<file path="src/rtl/cps_pkg.sv">
// Package for the clap pattern switch: register indexes, command codes,
// reset values and fixed field widths. No dependencies.
`timescale 1ns / 1ps

package cps_pkg;

    localparam int SAMPLE_BITS_DEF = 12;
    localparam int COUNT_BITS_DEF  = 4;

    localparam int TIME_BITS  = 32;
    localparam int CFG_BITS   = 16;
    localparam int THR_BITS   = 12;
    localparam int CMP_BITS   = 16;
    localparam int CMD_BITS   = 3;
    localparam int BEEP_BITS  = 2;
    localparam int ADDR_BITS  = 2;

    localparam logic [THR_BITS-1:0] THRESHOLD_RST    = 12'd600;
    localparam logic [CFG_BITS-1:0] MIN_INTERVAL_RST = 16'd100;
    localparam logic [CFG_BITS-1:0] TIMEOUT_RST      = 16'd500;
    localparam logic [CFG_BITS-1:0] WINDOW_RST       = 16'd50;

    typedef enum logic [ADDR_BITS-1:0] {
        REG_THRESHOLD    = 2'd0,
        REG_MIN_INTERVAL = 2'd1,
        REG_TIMEOUT      = 2'd2,
        REG_WINDOW       = 2'd3
    } cfg_reg_t;

    typedef enum logic [CMD_BITS-1:0] {
        CMD_NONE    = 3'd0,
        CMD_LIGHT   = 3'd1,
        CMD_FAN     = 3'd2,
        CMD_ALL_OFF = 3'd3,
        CMD_UNKNOWN = 3'd4
    } cmd_t;

endpackage

</file>
<file path="src/rtl/clap_pattern_switch.sv">
// Clap pattern switch: windowed peak-to-peak detector, clap counter and
// pattern executor. Depends on cps_pkg.
`timescale 1ns / 1ps

// Channel  | Dir | Word
// s_axis   | in  | tdata: sample, now_ms, zero pad
// m_axis   | out | tdata: level, pending_claps, command, light_state,
//          |     |        fan_state, beep_count, beep_short, zero pad
// cfg      | in  | cfg_addr = register index, cfg_data = value
//
// One word per cycle sustained. A word is first held in the input register,
// then the window/clap logic updates state; a window-closing word also loads
// the result register. Only such a word waits on a full, stalled result
// register; other words pass regardless of m_axis_tready.
// Reset sets detector state and config defaults, not data; no clearing pass.

module clap_pattern_switch #(
    parameter int SAMPLE_BITS = cps_pkg::SAMPLE_BITS_DEF,
    parameter int COUNT_BITS  = cps_pkg::COUNT_BITS_DEF,
    localparam int IN_BITS    = SAMPLE_BITS + cps_pkg::TIME_BITS,
    localparam int IN_TDATA   = ((IN_BITS + 7) / 8) * 8,
    localparam int OUT_BITS   = SAMPLE_BITS + COUNT_BITS + cps_pkg::CMD_BITS + 3
                                + cps_pkg::BEEP_BITS,
    localparam int OUT_TDATA  = ((OUT_BITS + 7) / 8) * 8
) (
    input  logic                           clk,
    input  logic                           rst_n,
    input  logic                           s_axis_tvalid,
    output logic                           s_axis_tready,
    // sample, now_ms, zero pad
    input  logic [IN_TDATA-1:0]            s_axis_tdata,
    output logic                           m_axis_tvalid,
    input  logic                           m_axis_tready,
    // level, pending_claps, command, light_state, fan_state,
    // beep_count, beep_short, zero pad
    output logic [OUT_TDATA-1:0]           m_axis_tdata,
    input  logic                           cfg_valid,
    output logic                           cfg_ready,
    input  logic [cps_pkg::ADDR_BITS-1:0]  cfg_addr,
    input  logic [cps_pkg::CFG_BITS-1:0]   cfg_data
);

    localparam int TB = cps_pkg::TIME_BITS;
    localparam int CB = cps_pkg::CMP_BITS;
    localparam logic [COUNT_BITS-1:0] COUNT_MAX = {COUNT_BITS{1'b1}};

    // configuration
    logic [cps_pkg::THR_BITS-1:0] threshold_reg;
    logic [cps_pkg::CFG_BITS-1:0] min_interval_reg;
    logic [cps_pkg::CFG_BITS-1:0] timeout_reg;
    logic [cps_pkg::CFG_BITS-1:0] window_reg;

    // input register
    logic                   in_valid_reg;
    logic [SAMPLE_BITS-1:0] in_sample_reg;
    logic [TB-1:0]          in_now_reg;

    // detector state
    logic                   win_open_reg,   win_open_next;
    logic [TB-1:0]          win_start_reg,  win_start_next;
    logic [SAMPLE_BITS-1:0] win_max_reg,    win_max_next;
    logic [SAMPLE_BITS-1:0] win_min_reg,    win_min_next;
    logic [TB-1:0]          last_clap_reg,  last_clap_next;
    logic [COUNT_BITS-1:0]  count_reg,      count_next;
    logic                   pending_reg,    pending_next;
    logic                   light_reg,      light_next;
    logic                   fan_reg,        fan_next;

    // result register
    logic                         out_valid_reg,  out_valid_next;
    logic [SAMPLE_BITS-1:0]       out_level_reg;
    logic [COUNT_BITS-1:0]        out_claps_reg;
    cps_pkg::cmd_t                out_cmd_reg,    cmd_next;
    logic                         out_light_reg;
    logic                         out_fan_reg;
    logic [cps_pkg::BEEP_BITS-1:0] out_beeps_reg, beeps_next;
    logic                         out_short_reg,  short_next;

    logic                   accept;
    logic                   advance;
    logic                   emit;
    logic                   in_window;
    logic                   clap;
    logic                   execute;
    logic [TB-1:0]          elapsed;
    logic [TB-1:0]          since_clap;
    logic [SAMPLE_BITS-1:0] level;
    logic [COUNT_BITS-1:0]  shown;

    assign cfg_ready = 1'b1;

    always_ff @(posedge clk or negedge rst_n)
    begin
        if (!rst_n)
        begin
            threshold_reg    <= cps_pkg::THRESHOLD_RST;
            min_interval_reg <= cps_pkg::MIN_INTERVAL_RST;
            timeout_reg      <= cps_pkg::TIMEOUT_RST;
            window_reg       <= cps_pkg::WINDOW_RST;
        end
        else if (cfg_valid && cfg_ready)
        begin
            case (cps_pkg::cfg_reg_t'(cfg_addr))
                cps_pkg::REG_THRESHOLD:    threshold_reg <= cfg_data[cps_pkg::THR_BITS-1:0];
                cps_pkg::REG_MIN_INTERVAL: min_interval_reg <= cfg_data;
                cps_pkg::REG_TIMEOUT:      timeout_reg <= cfg_data;
                cps_pkg::REG_WINDOW:       window_reg <= cfg_data;
                default:                   ;
            endcase
        end
    end

    assign accept        = s_axis_tvalid && s_axis_tready;
    assign s_axis_tready = !in_valid_reg || advance;

    always_ff @(posedge clk or negedge rst_n)
    begin
        if (!rst_n)
        begin
            in_valid_reg <= 1'b0;
        end
        else
        begin
            in_valid_reg <= accept || (in_valid_reg && !advance);
        end
    end

    always_ff @(posedge clk)
    begin
        if (accept)
        begin
            in_sample_reg <= s_axis_tdata[SAMPLE_BITS-1:0];
            in_now_reg    <= s_axis_tdata[IN_BITS-1:SAMPLE_BITS];
        end
    end

    assign elapsed    = in_now_reg - win_start_reg;
    assign since_clap = in_now_reg - last_clap_reg;
    assign in_window  = elapsed < TB'(window_reg);
    assign emit       = in_valid_reg && win_open_reg && !in_window;
    assign advance    = in_valid_reg && (!emit || !out_valid_reg || m_axis_tready);
    assign level      = (win_max_reg >= win_min_reg) ? (win_max_reg - win_min_reg)
                                                     : '0;
    assign clap       = (CB'(level) > CB'(threshold_reg))
                        && (since_clap > TB'(min_interval_reg));
    // a clap in this step leaves zero quiet time, so it never executes here
    assign execute    = pending_reg && !clap && (since_clap > TB'(timeout_reg));

    always_comb
    begin
        win_open_next  = win_open_reg;
        win_start_next = win_start_reg;
        win_max_next   = win_max_reg;
        win_min_next   = win_min_reg;
        last_clap_next = last_clap_reg;
        count_next     = count_reg;
        pending_next   = pending_reg;
        light_next     = light_reg;
        fan_next       = fan_reg;
        cmd_next       = cps_pkg::CMD_NONE;
        beeps_next     = '0;
        short_next     = 1'b0;
        shown          = count_reg;
        if (clap)
        begin
            shown = (count_reg != COUNT_MAX) ? count_reg + 1'b1 : count_reg;
        end
        if (advance)
        begin
            if (!win_open_reg || !in_window)
            begin
                win_open_next  = 1'b1;
                win_start_next = in_now_reg;
                win_max_next   = in_sample_reg;
                win_min_next   = in_sample_reg;
            end
            else
            begin
                if (in_sample_reg > win_max_reg)
                begin
                    win_max_next = in_sample_reg;
                end
                if (in_sample_reg < win_min_reg)
                begin
                    win_min_next = in_sample_reg;
                end
            end
            if (emit)
            begin
                if (clap)
                begin
                    count_next     = shown;
                    last_clap_next = in_now_reg;
                    pending_next   = 1'b1;
                end
                if (execute)
                begin
                    count_next   = '0;
                    pending_next = 1'b0;
                    if (count_reg == COUNT_BITS'(1))
                    begin
                        light_next = !light_reg;
                        cmd_next   = cps_pkg::CMD_LIGHT;
                        beeps_next = 2'd1;
                    end
                    else if (count_reg == COUNT_BITS'(2))
                    begin
                        fan_next   = !fan_reg;
                        cmd_next   = cps_pkg::CMD_FAN;
                        beeps_next = 2'd2;
                    end
                    else if (count_reg == COUNT_BITS'(3))
                    begin
                        light_next = 1'b0;
                        fan_next   = 1'b0;
                        cmd_next   = cps_pkg::CMD_ALL_OFF;
                        beeps_next = 2'd3;
                    end
                    else
                    begin
                        cmd_next   = cps_pkg::CMD_UNKNOWN;
                        beeps_next = 2'd1;
                        short_next = 1'b1;
                    end
                end
            end
        end
    end

    always_comb
    begin
        if (advance && emit)
        begin
            out_valid_next = 1'b1;
        end
        else if (m_axis_tready)
        begin
            out_valid_next = 1'b0;
        end
        else
        begin
            out_valid_next = out_valid_reg;
        end
    end

    always_ff @(posedge clk or negedge rst_n)
    begin
        if (!rst_n)
        begin
            win_open_reg  <= 1'b0;
            win_start_reg <= '0;
            win_max_reg   <= '0;
            win_min_reg   <= '1;
            last_clap_reg <= '0;
            count_reg     <= '0;
            pending_reg   <= 1'b0;
            light_reg     <= 1'b0;
            fan_reg       <= 1'b0;
            out_valid_reg <= 1'b0;
        end
        else
        begin
            win_open_reg  <= win_open_next;
            win_start_reg <= win_start_next;
            win_max_reg   <= win_max_next;
            win_min_reg   <= win_min_next;
            last_clap_reg <= last_clap_next;
            count_reg     <= count_next;
            pending_reg   <= pending_next;
            light_reg     <= light_next;
            fan_reg       <= fan_next;
            out_valid_reg <= out_valid_next;
        end
    end

    always_ff @(posedge clk)
    begin
        if (advance && emit)
        begin
            out_level_reg <= level;
            out_claps_reg <= shown;
            out_cmd_reg   <= cmd_next;
            out_light_reg <= light_next;
            out_fan_reg   <= fan_next;
            out_beeps_reg <= beeps_next;
            out_short_reg <= short_next;
        end
    end

    assign m_axis_tvalid = out_valid_reg;
    assign m_axis_tdata  = OUT_TDATA'({out_short_reg, out_beeps_reg, out_fan_reg,
                                       out_light_reg, out_cmd_reg, out_claps_reg,
                                       out_level_reg});

endmodule

</file>
<file path="config.mk">
export PLATFORM = sky130hd
export DESIGN_NAME = clap_pattern_switch
export DESIGN_NICKNAME = d
export VERILOG_FILES = /design/src/rtl/cps_pkg.sv /design/src/rtl/clap_pattern_switch.sv
export SDC_FILE = /design/constraint.sdc
export NUM_CORES = 1
export LEC_CHECK = 0
export BUFFER_PORTS_ARGS = -buffer_cell sky130_fd_sc_hd__buf_2
export CORE_MARGIN = 5
export CORE_UTILIZATION = 35
export DETAILED_ROUTE_END_ITERATION = 10
export GPL_ROUTABILITY_DRIVEN = 0
export MAX_ROUTING_LAYER = met4
export PLACE_DENSITY = 0.61
export SYNTH_ARGS = -nofsm -noshare
export SYNTH_HDL_FRONTEND = slang
export SYNTH_SLANG_ARGS = --single-unit
export TNS_END_PERCENT = 30
</file>
<file path="constraint.sdc">
create_clock -name clk -period 5.45 [get_ports clk]
set_input_delay 0.2725 -clock clk [delete_from_list [all_inputs] [get_ports clk]]
set_output_delay 0.2725 -clock clk [all_outputs]
set_load 0.005 [all_outputs]
</file>
### Word-level counts from Yosys, hierarchy flattened

Index checks and enable logic that the tools add are counted.

* output and inout port bits: 27
* input bits: 71
* bits in registers: 226

* multiplexer cells: 32
* equality and inequality tests: 7
* $lt $le $gt $ge: 7
* bitwise operators: 3
* reduce and logical (&&, ||, !) cells: 40
* add/subtract/negate cells: 4

Operators by type and width (number)
* $gt A32 B16 Y1: 2
* $sub A32 B32 Y32: 2
* $mux W12: 5
* $lt A32 B16 Y1: 1
* $gt A12 B12 Y1: 2
* $mux W1: 19
* $mux W4: 4
* $reduce_and A2 Y1: 7
* $ge A12 B12 Y1: 1
* $lt A12 B12 Y1: 1
* $sub A12 B12 Y12: 1
* $logic_and A1 B1 Y1: 9
* $logic_not A1 Y1: 9
* $reduce_and A3 Y1: 3
* $eq A4 B2 Y1 const B: 2
* $reduce_bool A2 Y1: 4
* $mux W2: 3
* $logic_or A1 B1 Y1: 5
* $reduce_or A5 Y1: 1
* $add A4 B1 Y4 const B: 1
* $eq A2 B2 Y1 const B: 2
* $eq A4 B1 Y1 const B: 1
* $ne A4 B4 Y1 const B: 1
* $reduce_or A4 Y1: 1
* other kinds (4): 6

### Logic depth before layout (Yosys ltp)

* depth in word-level cells: 11
* gate-level depth with buffers: 29
* depth with buffers taken out: 26

### Worst setup path after synthesis

Ideal clock, no wire load.

* path type: register to register
* from: reg in_now_reg[0]
* to: reg count_reg[3]
* path slack: -0.092 ns
* data required time: 5.355 ns
* cell stages (with the launch flop): 21
* arrival time: 5.447 ns
* clock period less this slack: 5.542 ns
* buffers on the path: 1
* library setup time: 0.095 ns
* cells stage by stage: edfxtp_1 -> inv_1 -> ha_1 -> fa_1 -> nor2b_1 -> o2111ai_1 -> a21boi_0 -> o21a_1 -> nor2_1 -> xnor2_1 -> ha_1 -> nand4_1 -> or4_1 -> a21oi_1 -> nor4_1 -> and4_1 -> and4_1 -> buf_4 -> nor3_1 -> a21oi_1 -> a211oi_1

* word-level cells in the longest chain between the ends: 9
* elaborated cells on any way between the ends: 20
* classes of those cells: add/sub (2); order compare (3); mux (3); reduce/logical (12)

Ends and longest elaborated chain
* start: declaration: line clap_pattern_switch.sv:56 `logic [TB-1:0] in_now_reg;`
* start signal: assignment: line clap_pattern_switch.sv:133 `in_now_reg <= s_axis_tdata[IN_BITS-1:SAMPLE_BITS];`
* $sub A32 B32 Y32: line clap_pattern_switch.sv:137 `assign elapsed = in_now_reg - win_start_reg;`
* $lt A32 B16 Y1: line clap_pattern_switch.sv:139 `assign in_window = elapsed < TB'(window_reg);`
* $logic_not A1 Y1: line clap_pattern_switch.sv:140 `assign emit = in_valid_reg && win_open_reg && !in_window;`
* $logic_and A1 B1 Y1: line clap_pattern_switch.sv:140
* $logic_not A1 Y1: line clap_pattern_switch.sv:141 `assign advance = in_valid_reg && (!emit || !out_valid_reg || m_axis_tready);`
* $logic_or A1 B1 Y1 (2 in a row): line clap_pattern_switch.sv:141
* $logic_and A1 B1 Y1: line clap_pattern_switch.sv:141
* $reduce_and A3 Y1 (no line)
* end signal: assignment: line clap_pattern_switch.sv:268 `count_reg <= count_next;`
* end: declaration: line clap_pattern_switch.sv:64 `logic [COUNT_BITS-1:0] count_reg, count_next;`

Parallel ways exist; a longest one is shown, timed or not. The select of a mux whose other input is x is not followed.
A chain may end at the register's enable or synchronous reset.

### Worst setup path after layout

* from: reg in_now_reg[4]
* to: out s_axis_tready

* word-level cells in the longest chain between the ends: 9

Ends and longest elaborated chain
* $sub A32 B32 Y32: line clap_pattern_switch.sv:137
* $lt A32 B16 Y1: line clap_pattern_switch.sv:139
* $logic_not A1 Y1: line clap_pattern_switch.sv:140
* $logic_and A1 B1 Y1: line clap_pattern_switch.sv:140
* $logic_not A1 Y1: line clap_pattern_switch.sv:141
* $logic_or A1 B1 Y1 (2 in a row): line clap_pattern_switch.sv:141
* $logic_and A1 B1 Y1: line clap_pattern_switch.sv:141
* $logic_or A1 B1 Y1: line clap_pattern_switch.sv:114 `assign s_axis_tready = !in_valid_reg || advance;`
* end: declaration: line clap_pattern_switch.sv:29 `output logic s_axis_tready,`

Every way passes these cells.

==> impl_metrics.py <==
metrics = {
    "synthesis": {
        "synth-adder-area-share": 0.136,
        "synth_xor_xnor_area_share": 0.0285,
        "yosysWarnings": 0,
        "netlist_area_mm2": 0.0151,
        "yosys.area_share.simple": 0.134,
        "synth_mux_area_frac": 0.0469,
        "synth_top_family_by_area": "compound AO/OA/AOI/OAI gates",
        "yosys_most_used_dff": "dfrtp_1",
        "synthArstFlopShare": 0.705,
        "synth_area_per_cell_um2": 9.50,
        "synth_compound_area_frac": 0.191,
        "seq_area_frac_synth": 0.397,
        "syn_inst": 1584,
        "synth_edf_count": 66,
        "syn_nets": 1817,
        "ys_ff_latch": 224,
        "synth_cell_types": 85,
    },
    "clocking": {
        "cts_inserted_buffers": 27,
        "root_buffer": "clkbuf_16",
        "clk_latency_ps": 570,
        "path_clk_slew_ps": 60,
        "htree_levels": 1,
        "cts_tree": "built",
        "clockBufferDepth": 3,
        "cts_sinks": 224,
    },
    "placement": {
        "dpl.hpwl_um": 29600,
        "dp.cells": 2181,
        "dp_slack_ps": 49.5,
        "port_buffers": 92,
    },
    "finish": {
        "nets": 1958,
        "antennaDiodeCount": 0,
        "instances_no_fill": 2292,
        "drive_gt1_frac": 0.166,
        "syn2layout_area_growth_pct": 16.6,
        "n_fill_cell": 4171,
    },
    "pwr": {
        "p_leak_nw": 7.82,
        "peakVddDrop_uv": 242,
        "power_density_mw_per_mm2": 474,
        "total_power_mw": 8.31,
    },
    "run_status": {
        "status": "finished, final reports clean",
    },
    "floorplan": {
        "ios": 98,
        "core_mm2": 0.0428,
        "fp.dieH_um": 217,
        "rows": 76,
        "dieArea_mm2": 0.0472,
        "start_util": 0.352,
        "die_w_um": 217,
    },
    "sta": {
        "fin_crit_ps": 5150,
        "fin_crit_sh": 0.944,
        "max_slew_margin": 0.256,
        "max_freq_mhz": 194,
        "rsz0062_at_grt": "false",
        "fin_tns_setup_ps": 0,
        "setup_violations": 0,
        "clock-skew-final_ps": 21.6,
        "fin_ws_ps": 304,
        "finalHoldViolCount": 0,
        "maxSlewViolCount": 0,
        "tightest_slew_ps": 1110,
    },
    "global_routing": {
        "grt_pass1_vias": 12100,
        "grt_pass1_wl_um": 64000,
        "antenna_found_initial": 0,
        "grt_usage": 0.170,
        "grt_overflow": 0,
        "grt_max_degree": 66,
    },
    "critical_path": {
        "endpoint_kind": "output port",
        "worstPathArrival_ps": 4870,
        "required_ps": 5180,
        "criticalPathCategory": "reg -> out",
        "reg2reg_slack_ps": 370,
        "start_kind": "flop",
        "critPathMaxFanout": 5,
    },
    "routing": {
        "wirelength_um": 40200,
        "dr.pass1.iters": 5,
        "viasPerCell": 5.34,
        "drt_iter0_drc": 790,
        "avgRoutedWirePerCell_um": 17.5,
        "ant_nets": 0,
        "vias": 12200,
        "route.detailed.drc": 0,
    },
    "run": {
        "drv_cap": 0,
    },
    "hold_path": {
        "hp-class": "in -> reg",
    },
}
-- cells in the final DEF, fill, tap and decap left out, drive strengths merged, types with 21 or more instances in the layout --
cell	count
inv	175
ha	159
o21ai	137
dfrtp	130
nand2	129
buf	123
a21oi	105
nor2	73
edfxtp	66
mux2	54
dlygate4sd3	53
nand3	46
clkbuf	39
a21o	33
xnor2	33
nand4	30
dfstp	28
nor3	23
o21a	21
-- path summary, 6_finish.rpt --
check,startpoint,to,depth (start not counted)
max in group asynchronous,rst_n,in_valid_reg$_DFF_PN0_,3
max,in_now_reg[4]$_DFFE_PP_,s_axis_tready,17
max reg2reg,win_min_reg[0]$_DFFE_PN1P_,last_clap_reg[0]$_DFFE_PN0P_,24
min in group asynchronous,rst_n,last_clap_reg[27]$_DFFE_PN0P_,2
min reg2reg,timeout_reg[10]$_DFFE_PN0P_,timeout_reg[10]$_DFFE_PN0P_,1
min,cfg_data[12],timeout_reg[12]$_DFFE_PN0P_,2
-- layer usage --
layer / up-vias / global-route usage / wire length (um)
met5: - / - / 0
met4: 0 / 0.0485 / 1170
met3: 65 / 0.0223 / 1900
met2: 296 / 0.276 / 18600
met1: 5905 / 0.224 / 18500
li1: 5983 / - / -
-- Yosys cell counts (16+ instances only) --
cell type	number	area share
mux2_2	52	0.039
nor2_1	72	0.018
nand4_1	30	0.012
dfstp_2	28	0.049
and3_1	17	0.0071
a31oi_1	16	0.0067
nor3_1	23	0.0076
buf_2	23	0.0076
nand3_1	46	0.015
nor2b_1	16	0.0067
edfxtp_1	66	0.13
o21a_1	21	0.010
o21ai_0	129	0.043
dfrtp_1	130	0.22
a21oi_1	103	0.034
ha_1	159	0.13
nand2_1	129	0.032
clkbuf_1	25	0.0062
a21o_1	33	0.016
xor2_1	16	0.0093
xnor2_1	33	0.019
inv_1	174	0.043
-- report_power, final --
group	internal, mW	leakage, nW	total, mW	switching [mW]
clock	0.959	0.398	1.69	0.730
combinational	1.81	4.91	4.30	2.49
sequential	2.14	2.51	2.32	0.179
total	4.92	7.82	8.31	3.40
-- per-stage QoR --
| step | area [um2] | hold WS [ps] | util |
|---|---|---|---|
| finish | 17600 | 25.9 | 0.410 |
| floorplan | 15100 | -23.1 | - |
| CTS | 17400 | 6.79 | 0.407 |
| detailed placement | 16100 | 294 | 0.375 |
| global placement | 16100 | 287 | 0.375 |
| global route | 17600 | 11.1 | 0.410 |
-- cells by family (layout without fill, tap and decap cells) --
family                   count (synthesis)  after routing
adder cells (fa/ha/maj)                162            162
flip-flops                             224            224
buffers and inverters                  239            401
multiplexers                            63             63
AO/OA/AOI/OAI                          444            444
XOR/XNOR                                49             49
AND/OR/NAND/NOR                        402            402
other                                    1              1
-- worst max-delay path, stage by stage (launching register included) --
cell and delay, ps:
edfxtp_1 520, ha_1 430, a21o_1 230, a31o_2 260, o211ai_1 260, a21oi_1 130
a31oi_1 210, xnor2_1 110, ha_1 300, nand4_1 140, or4_1 540, a21oi_1 160
nor4_1 70, and4_1 190, and4_1 220, nor2_1 230, nand2_1 130, buf_2 180
-- final cells by class --
class,instances,area [um2],share of cell area
inverter,174,653,0.0372
clock buffer,38,747,0.0426
timing repair buffer,177,1280,0.0728
multi-input combinational,1121,8140,0.464
clock inverter,12,82.6,0.00470
tap,546,683,0.0389
sequential,224,5970,0.340
-- repair_timing --
action | CTS | global route
resized for setup | 0 | 18
endpoints found under the setup margin | 0 | 144
endpoints found under the hold margin | 111 | 0
buffers inserted | 0 | 6
hold buffers | 53 | 0
No activity file was read; power rests on OpenSTA's default activity.
